## src/rtl/core/slrc_pkg.sv

```systemverilog
// ----------------------------------------------------------------------------
// slrc_pkg
// Shared constants, types and log2/exp2 table builders for the look curve.
// ----------------------------------------------------------------------------
package slrc_pkg;

  localparam int LOG_BITS  = 8;
  localparam int EXP_BITS  = 8;
  localparam int LOG_SIZE  = 1 << LOG_BITS;
  localparam int EXP_SIZE  = 1 << EXP_BITS;
  localparam int LOG_SH    = 16 - LOG_BITS;
  localparam int EXP_SH    = 16 - EXP_BITS;
  localparam int LOG_W     = 17;   // entries up to 65536
  localparam int EXP_W     = 18;   // entries up to 131072
  localparam int DIV_STEPS = 17;
  // input stage, divider load stage, divider steps, then nine stages of log,
  // power, exp, shift, scale
  localparam int LANE_LAT  = 2 + DIV_STEPS + 9;

  localparam int REG_AW = 5;
  localparam logic [2:0] REG_DEADZONE = 3'd0;
  localparam logic [2:0] REG_EXPONENT = 3'd1;
  localparam logic [2:0] REG_SCALE    = 3'd2;
  localparam logic [2:0] REG_SENS     = 3'd3;
  localparam logic [2:0] REG_INVERT   = 3'd4;

  localparam logic [14:0] DEADZONE_MIN = 15'd1638;
  localparam logic [11:0] EXPONENT_MIN = 12'd256;
  localparam logic [15:0] SCALE_MIN    = 16'd256;
  localparam logic [15:0] SENS_MIN     = 16'd256;
  localparam logic [11:0] EXPONENT_RST = 12'd512;
  localparam logic [15:0] SCALE_RST    = 16'd3072;

  typedef struct packed {
    logic [14:0] deadzone;
    logic [11:0] exponent;
    logic [15:0] scale;
    logic [15:0] sens;
    logic        invert;
  } cfg_t;

  // travels with an axis beat through the divider
  typedef struct packed {
    logic zero;
    logic neg;
  } side_t;

  typedef logic [LOG_W-1:0] log_tab_t [0:LOG_SIZE];
  typedef logic [EXP_W-1:0] exp_tab_t [0:EXP_SIZE];

  function automatic logic [63:0] int_sqrt(input logic [63:0] xin);
    logic [63:0] x;
    logic [63:0] r;
    logic [63:0] b;
    x = xin;
    r = 64'd0;
    b = 64'd1 << 62;
    for (int j = 0; j < 32; j++) begin
      if (b > x) b = b >> 2;
    end
    for (int j = 0; j < 32; j++) begin
      if (b != 64'd0) begin
        if (x >= r + b) begin
          x = x - (r + b);
          r = (r >> 1) + b;
        end else begin
          r = r >> 1;
        end
        b = b >> 2;
      end
    end
    return r;
  endfunction

  // log2(1 + i/size) in Q0.16 by repeated squaring
  function automatic log_tab_t build_log();
    log_tab_t    tab;
    logic [63:0] x;
    logic [63:0] r;
    for (int i = 0; i < LOG_SIZE; i++) begin
      x = (64'd1 << 30) + (64'(i) << (30 - LOG_BITS));
      r = 64'd0;
      for (int k = 0; k < 18; k++) begin
        x = (x * x) >> 30;
        r = r << 1;
        if (x >= (64'd1 << 31)) begin
          x = x >> 1;
          r = r | 64'd1;
        end
      end
      tab[i] = LOG_W'((r + 64'd2) >> 2);
    end
    tab[LOG_SIZE] = LOG_W'(65536);
    return tab;
  endfunction

  // 2^(i/size) in Q1.16 as a product of roots of two
  function automatic exp_tab_t build_exp();
    exp_tab_t    tab;
    logic [63:0] roots [0:EXP_BITS];
    logic [63:0] acc;
    roots[0] = 64'd1 << 31;
    roots[1] = int_sqrt(64'd2 << 60);
    for (int k = 2; k <= EXP_BITS; k++) roots[k] = int_sqrt(roots[k-1] << 30);
    for (int i = 0; i < EXP_SIZE; i++) begin
      acc = 64'd1 << 30;
      for (int k = 0; k < EXP_BITS; k++) begin
        if (((i >> k) & 1) != 0)
          acc = (acc * roots[EXP_BITS-k] + (64'd1 << 29)) >> 30;
      end
      tab[i] = EXP_W'((acc + (64'd1 << 13)) >> 14);
    end
    tab[EXP_SIZE] = EXP_W'(131072);
    return tab;
  endfunction

  localparam log_tab_t LOG_TAB = build_log();
  localparam exp_tab_t EXP_TAB = build_exp();

endpackage

```

## src/rtl/core/slrc_regs.sv

```systemverilog
// ----------------------------------------------------------------------------
// slrc_regs
// APB register file, writes raised to the enforced minimums.
// ----------------------------------------------------------------------------
module slrc_regs import slrc_pkg::*; (
  input  logic              clk,
  input  logic              rst_n,
  input  logic              psel,
  input  logic              penable,
  input  logic              pwrite,
  input  logic [REG_AW-1:0] paddr,
  input  logic [31:0]       pwdata,
  output logic [31:0]       prdata,
  output logic              pready,
  output cfg_t              cfg
);

  cfg_t        cfg_r;
  cfg_t        cfg_nxt;
  logic        wr;
  logic [2:0]  idx;

  assign wr     = psel & penable & pwrite;
  assign idx    = paddr[4:2];
  assign pready = 1'b1;
  assign cfg    = cfg_r;

  always_comb begin
    cfg_nxt = cfg_r;
    if (wr) begin
      unique case (idx)
        REG_DEADZONE: cfg_nxt.deadzone = (pwdata[14:0] < DEADZONE_MIN) ?
                                         DEADZONE_MIN : pwdata[14:0];
        REG_EXPONENT: cfg_nxt.exponent = (pwdata[11:0] < EXPONENT_MIN) ?
                                         EXPONENT_MIN : pwdata[11:0];
        REG_SCALE:    cfg_nxt.scale = (pwdata[15:0] < SCALE_MIN) ?
                                      SCALE_MIN : pwdata[15:0];
        REG_SENS:     cfg_nxt.sens = (pwdata[15:0] < SENS_MIN) ?
                                     SENS_MIN : pwdata[15:0];
        REG_INVERT:   cfg_nxt.invert = pwdata[0];
        default:      cfg_nxt = cfg_r;
      endcase
    end
  end

  always_ff @(posedge clk) begin
    if (!rst_n) begin
      cfg_r.deadzone <= DEADZONE_MIN;
      cfg_r.exponent <= EXPONENT_RST;
      cfg_r.scale    <= SCALE_RST;
      cfg_r.sens     <= SENS_MIN;
      cfg_r.invert   <= 1'b0;
    end else begin
      cfg_r <= cfg_nxt;
    end
  end

  always_comb begin
    unique case (idx)
      REG_DEADZONE: prdata = {17'd0, cfg_r.deadzone};
      REG_EXPONENT: prdata = {20'd0, cfg_r.exponent};
      REG_SCALE:    prdata = {16'd0, cfg_r.scale};
      REG_SENS:     prdata = {16'd0, cfg_r.sens};
      REG_INVERT:   prdata = {31'd0, cfg_r.invert};
      default:      prdata = 32'd0;
    endcase
  end

endmodule

```

## config.mk

```make
export PLATFORM = sky130hd
export DESIGN_NAME = slrc_regs
export DESIGN_NICKNAME = d
export VERILOG_FILES = /design/src/rtl/core/slrc_pkg.sv /design/src/rtl/core/slrc_regs.sv
export SDC_FILE = /design/constraint.sdc
export NUM_CORES = 1
export LEC_CHECK = 0
export BUFFER_PORTS_ARGS = -buffer_cell sky130_fd_sc_hd__buf_2
export CORE_MARGIN = 5
export CORE_UTILIZATION = 46
export DETAILED_ROUTE_END_ITERATION = 10
export PLACE_DENSITY = 0.79
export SYNTH_ARGS = -nofsm -noshare
export SYNTH_HDL_FRONTEND = slang
export SYNTH_SLANG_ARGS = --single-unit
```

## constraint.sdc

```tcl
create_clock -name clk -period 1.6 [get_ports clk]
set_input_delay 0.08 -clock clk [delete_from_list [all_inputs] [get_ports clk]]
set_output_delay 0.08 -clock clk [all_outputs]
set_load 0.02 [all_outputs]
```

==> metrics.csv, run 1 <==
metric,value,unit
outcome,"complete, no violations",
max_clock_freq,663,MHz
tritoncts,done,
rsz0062_at_grt,no,
port_buffers,99,
core,0.00596,mm2
antenna_found_initial,0,
ff2ff_path_depth,2,
power_per_cell_area,871,mW/mm2
grt_pass1_wl,13300,um
synth-simple-area-share,19.6,%
synth_compound_area_share,18.2,%
critPathTopFamily,multiplexers,
cts_hold_buf,0,
wl,8460,um
synth_top_family_by_area,simple AND/OR/NAND/NOR gates,
cts_resized,0,
fin_area,0.00363,mm2
required,1.52,ns
fin_ws,0.0908,ns
postCtsSetupRepairBufs,0,
synthXorXnorAreaFrac,0,%
synth_area_per_cell,9.42,um2
cpMaxStageDelayCell,mux4_2,
clock_path_buffers,2,
postSynth.asyncResetShare,0,%
r2r-end,cfg[58]$_SDFFE_PN0P_,
finalNonFillerCells,489,
die_width,88.6,um
switching_share,23.8,%
nFillCells,519,
dieHeight,88.6,um
final.min_clock_period,1.51,ns
relSlewSlack,58.6,%
synth-edff-count,0,
drt-wirelength-per-cell,17.3,um
hold_start,pwdata[12],
synth_flop_cell,dfxtp_1,
seqCellArea,0.00120,mm2
synthMuxAreaShare,11.9,%
max-vdd-ir-drop,0.566,mV
grt_max_degree,24,
hold_end,cfg[29]$_SDFFE_PN0P_,
cts_inserted_buffers,9,
cp_cell_sequence,mux4_2 > nor2b_1 > buf_2,
clock_latency,0.32,ns
start_kind,flop,
n_antenna_cell,0,
drc,0,
whs,0.0371,ns
min_path_cells,3,
regToRegStartpoint,cfg[58]$_SDFFE_PN0P_,
row_count,28,
multiInputGateArea,0.00148,mm2
worst_pin_slew,0.615,ns
slew_viol_final,0,
synth_area,0.00284,mm2
grt_pass1_vias,2621,
synthCells,302,
synth_cell_types,39,
seqPwrFrac,47.9,%
finalSetupViolCount,0,
hold_viol_final,0,
yosysWarningCount,0,
cp-end-kind,output port,
synth-adder-area-share,0,%
ys_seq_elements,60,
p_int,2.41,mW
critPathKind,flop to output port,
place_ws,-0.0134,ns
htree_levels,3,
worstPathMaxFanout,3,
power_switching,0.753,mW
placed_cells,475,
die_area,0.00786,mm2
grt_usage,22.2,%
postPlaceCellArea,0.00344,mm2
drt_first_pass_iters,4,
worstPathArrival,1.43,ns
root_buffer,clkbuf_8,
hp-class,input pin to flop,
first_iter_violations,174,
globalplace.congestion,0.846,
path_clk_slew,0.06,ns
initial_utilization,47.8,%
drive_gt1_share,36.7,%
combPwrFrac,10.6,%
cts.sinks,60,
fin_crit_sh,94.3,%
synthToLayoutAreaGrowth,27.6,%
p_leak,1.61,nW
dp_hpwl,6410,um
dr_total_vias,2676,
r2r_slack,0.90,ns
viasPerCell,5.47,
drv_cap,0,
ios,135,
ys_seq_area_share,42.2,%
cp_num_buf_inv,1,
grt_overflow,0,
ant_nets,0,
largest_register_ffs,60,
fin_nets,453,
finalClockSkew,0,ns
crit_path_max_incr_delay,0.47,ns
clkPwrFrac,41.5,%
power groups by stage:
stage                     sequential [mW]  combinational (mW)  clock [mW]
after floorplan                      1.56               0.219           0
after global placement               1.55               0.324           0
after detailed placement             1.55               0.331           0
after CTS                            1.51               0.332        1.33
after global routing                 1.52               0.361        1.40
final                                1.52               0.334        1.31
kinds of logic after synthesis:
kind of cell	after synthesis
AOI/OAI and AO/OA	64
muxes	20
and+or+nand+nor	116
other	2
buffers and inverters	40
DFF	60
worst max-delay path by stage:
stage                               from  slack [ns]             endpoint  cells past startpoint
global route         cfg[9]$_SDFFE_PN1P_        0.04            prdata[8]                      3
finish              cfg[22]$_SDFFE_PN0P_        0.09            prdata[5]                      3
CTS                  cfg[6]$_SDFFE_PN0P_        0.08            prdata[5]                      3
global placement                paddr[3]        0.04  cfg[9]$_SDFFE_PN1P_                      5
detailed placement              paddr[3]       -0.01  cfg[9]$_SDFFE_PN1P_                      5
floorplan                       paddr[3]        0.15  cfg[1]$_SDFFE_PN0P_                      7
synth_stat cells, types with 7 or more instances:
| cell type | instances | share of area (%) |
|---|---|---|
| dfxtp_1 | 60 | 42 |
| nand2_1 | 58 | 7.7 |
| a21boi_0 | 26 | 6.9 |
| buf_4 | 17 | 4.5 |
| clkbuf_1 | 14 | 1.8 |
| nand3_1 | 13 | 2.3 |
| a32o_1 | 12 | 4.2 |
| nor2b_1 | 12 | 2.6 |
| mux4_2 | 11 | 8.7 |
| nor2_1 | 10 | 1.3 |
| mux2i_1 | 9 | 3.2 |
| o2bb2ai_1 | 9 | 2.8 |
| buf_2 | 7 | 1.2 |
cells in the final DEF, fill, tap and decap left out, types with 3 or more instances in the layout:
cell type	netlist	layout
or3_1	3	3
a31oi_1	3	3
nand2_1	58	58
nor2b_1	12	12
mux4_2	11	11
buf_4	17	22
mux2i_1	9	9
dfxtp_1	60	60
conb_1	2	17
a21boi_0	26	26
clkbuf_8	0	11
nand3_1	13	13
nor2_1	10	10
o21ai_0	3	3
o2bb2ai_1	9	9
a32o_1	12	12
o22a_1	4	4
buf_2	7	99
or2_2	4	4
area by class of cell:
type                            instances  area share, %
Clock buffer                           12           4.27
Clock inverter                          2          0.965
Inverter                                2          0.207
Multi-Input combinational cell        217           40.7
Sequential cell                        60           33.1
Tap cell                               75           2.59
Timing Repair Buffer                  121           18.2
routing by layer:
| layer | wire length (um) | track usage (%) | vias up |
|---|---|---|---|
| met5 | 0 | 0 | - |
| met3 | 705 | 5.03 | 18 |
| met1 | 3400 | 27.3 | 1281 |
| li1 | - | - | 1259 |
| met4 | 206 | 9.62 | 0 |
| met2 | 4150 | 37.2 | 118 |
through the flow:
stage	total power, mW	setup TNS, ns	util [%]
finish	3.16	0	60.9
global route	3.28	0	60.9
CTS	3.18	0	60.9
detailed placement	1.88	-0.0134	57.8
global placement	1.87	0	57.8
floorplan	1.78	0	-
worst register-to-register path: stages (launching register included):
cell and delay [ns]:
dfxtp_1 0.39, nand2_1 0.06, a21boi_0 0.17
No activity file was read; power rests on OpenSTA's default activity.
==> run 2, diff against run 1 <==
MAX_ROUTING_LAYER = met4   (was default)
==> run 2 against run 1 <==
Effect of this change: register-to-register slack about the same; total power grew 0.16%; critical endpoint unchanged; highest routed layer unchanged; largest cell class unchanged; combinational power hardly changed; setup slack improved by 0.010 ns.
==> metrics.csv, run 2 (synthesized netlist as in run 1, its figures left out) <==
metric,value,unit,change
drive_gt1_share,36.7,%,unchanged
worstPathArrival,1.42,ns,about the same
finalSetupViolCount,0,,unchanged
globalplace.congestion,0.859,,+1.6%
port_buffers,99,,unchanged
combPwrFrac,10.6,%,about the same
hold_viol_final,0,,unchanged
clock_path_buffers,2,,unchanged
finalClockSkew,0,ns,unchanged
grt_overflow,0,,unchanged
whs,0.0424,ns,+0.00535 ns
critPathKind,flop to output port,,
worst_pin_slew,0.598,ns,-0.0165 ns
power_switching,0.758,mW,+0.64%
cp_cell_sequence,mux4_2 > nor2b_1 > buf_2,,
power,3.17,mW,+0.16%
die_area,0.00786,mm2,unchanged
outcome,"complete, no violations",,
synthToLayoutAreaGrowth,27.6,%,unchanged
die_width,88.6,um,unchanged
crit_path_max_incr_delay,0.47,ns,about the same
r2r_slack,0.91,ns,about the same
grt_pass1_vias,2602,,-0.72%
cpMaxStageDelayCell,mux4_2,,
cp_num_buf_inv,1,,unchanged
hp-class,input pin to flop,,
grt_usage,22.9,%,+0.66 points
max_clock_freq,667,MHz,+0.67%
n_antenna_cell,0,,unchanged
final_common_cell,buf_2,,
fin_nets,453,,unchanged
seqCellArea,0.00120,mm2,unchanged
critPathTopFamily,multiplexers,,
antenna_found_initial,0,,unchanged
ff2ff_path_depth,2,,unchanged
ios,135,,unchanged
drt-wirelength-per-cell,17.4,um,+0.69%
clock_latency,0.32,ns,about the same
initial_utilization,47.8,%,unchanged
row_count,28,,unchanged
dr_total_vias,2674,,-0.075%
cts.sinks,60,,unchanged
nFillCells,519,,unchanged
slew_viol_final,0,,unchanged
switching_share,23.9,%,+0.11 points
cp-end-kind,output port,,
drc,0,,unchanged
dieHeight,88.6,um,unchanged
cts_hold_buf,0,,unchanged
critical_path_depth,3,,unchanged
dp_hpwl,6410,um,unchanged
drv_cap,0,,unchanged
multiInputGateArea,0.00148,mm2,unchanged
clkPwrFrac,41.6,%,about the same
first_iter_violations,160,,-8.0%
max-vdd-ir-drop,0.569,mV,+0.43%
grt_pass1_wl,13300,um,+0.26%
path_clk_slew,0.06,ns,about the same
fin_ws,0.101,ns,+0.0100 ns
required,1.52,ns,about the same
htree_levels,3,,unchanged
largest_register_ffs,60,,unchanged
cts_inserted_buffers,9,,unchanged
place_ws,-0.0134,ns,unchanged
final.min_clock_period,1.50,ns,-0.0100 ns
seqPwrFrac,47.8,%,about the same
root_buffer,clkbuf_8,,
cts_resized,0,,unchanged
layout.cells.most_common_list,"buf_2 (99), dfxtp_1 (60), nand2_1 (58)",,
postCtsSetupRepairBufs,0,,unchanged
core,0.00596,mm2,unchanged
utilization,60.9,%,unchanged
wl,8520,um,+0.69%
fin_crit_sh,93.7,%,-0.63 points
viasPerCell,5.47,,about the same
tritoncts,done,,
power_per_cell_area,873,mW/mm2,+0.16%
relSlewSlack,59.7,%,+1.1 points
worstPathMaxFanout,3,,unchanged
p_leak,1.61,nW,unchanged
min_path_cells,3,,unchanged
drt_first_pass_iters,4,,unchanged
ant_nets,0,,unchanged
start_kind,flop,,
rsz0062_at_grt,no,,
grt_max_degree,24,,unchanged
p_int,2.41,mW,about the same
[run 2: power groups by stage]
| stage | clock, mW | combinational [mW] | sequential, mW |
|---|---|---|---|
| 6_report | 1.32 | 0.335 | 1.51 |
| 5_1_grt | 1.40 | 0.361 | 1.52 |
| 4_1_cts | 1.33 | 0.332 | 1.51 |
| 3_5_place_dp | 0 | 0.331 | 1.55 |
| 3_3_place_gp | 0 | 0.324 | 1.55 |
| 2_1_floorplan | 0 | 0.219 | 1.56 |
[run 2: worst paths after layout]
path                                           start              endpoint
worst max-delay path            cfg[22]$_SDFFE_PN0P_             prdata[5]
worst min-delay path                      pwdata[12]  cfg[29]$_SDFFE_PN0P_
worst max register to register  cfg[58]$_SDFFE_PN0P_  cfg[58]$_SDFFE_PN0P_
worst min register to register   cfg[9]$_SDFFE_PN1P_   cfg[9]$_SDFFE_PN1P_
[run 2: tightest hold or removal path, delay by kind of cell]
kind	cells	cell delay, ns
buf+inv	1	0.13
compound gates	1	0.06
simple gates	1	0.05
[run 2: cell type report]
type | count | share of cell area (%)
multi-input cells | 217 | 40.7
flip-flops and latches | 60 | 33.1
repair buffers | 121 | 18.2
clock buffers | 12 | 4.27
well taps | 75 | 2.59
clock inverters | 2 | 0.965
inverters | 2 | 0.207
[run 2: routing by layer]
metal  vias up  part of all wire (%)  GRT usage, %
li1       1259                     -             -
met1      1288                    42          27.9
met2       114                    49          37.1
met3        13                   8.0          5.21
met4         0                   1.3          7.97
met5         -                     0             -
[run 2: metrics by stage]
step | cells | area (um2) | TNS (ns)
4_1_cts | 489 | 3630 | 0
6_report | 489 | 3630 | 0
2_1_floorplan | 317 | 2900 | 0
5_1_grt | 489 | 3630 | 0
3_3_place_gp | 475 | 3440 | 0
3_5_place_dp | 475 | 3440 | -0.0134
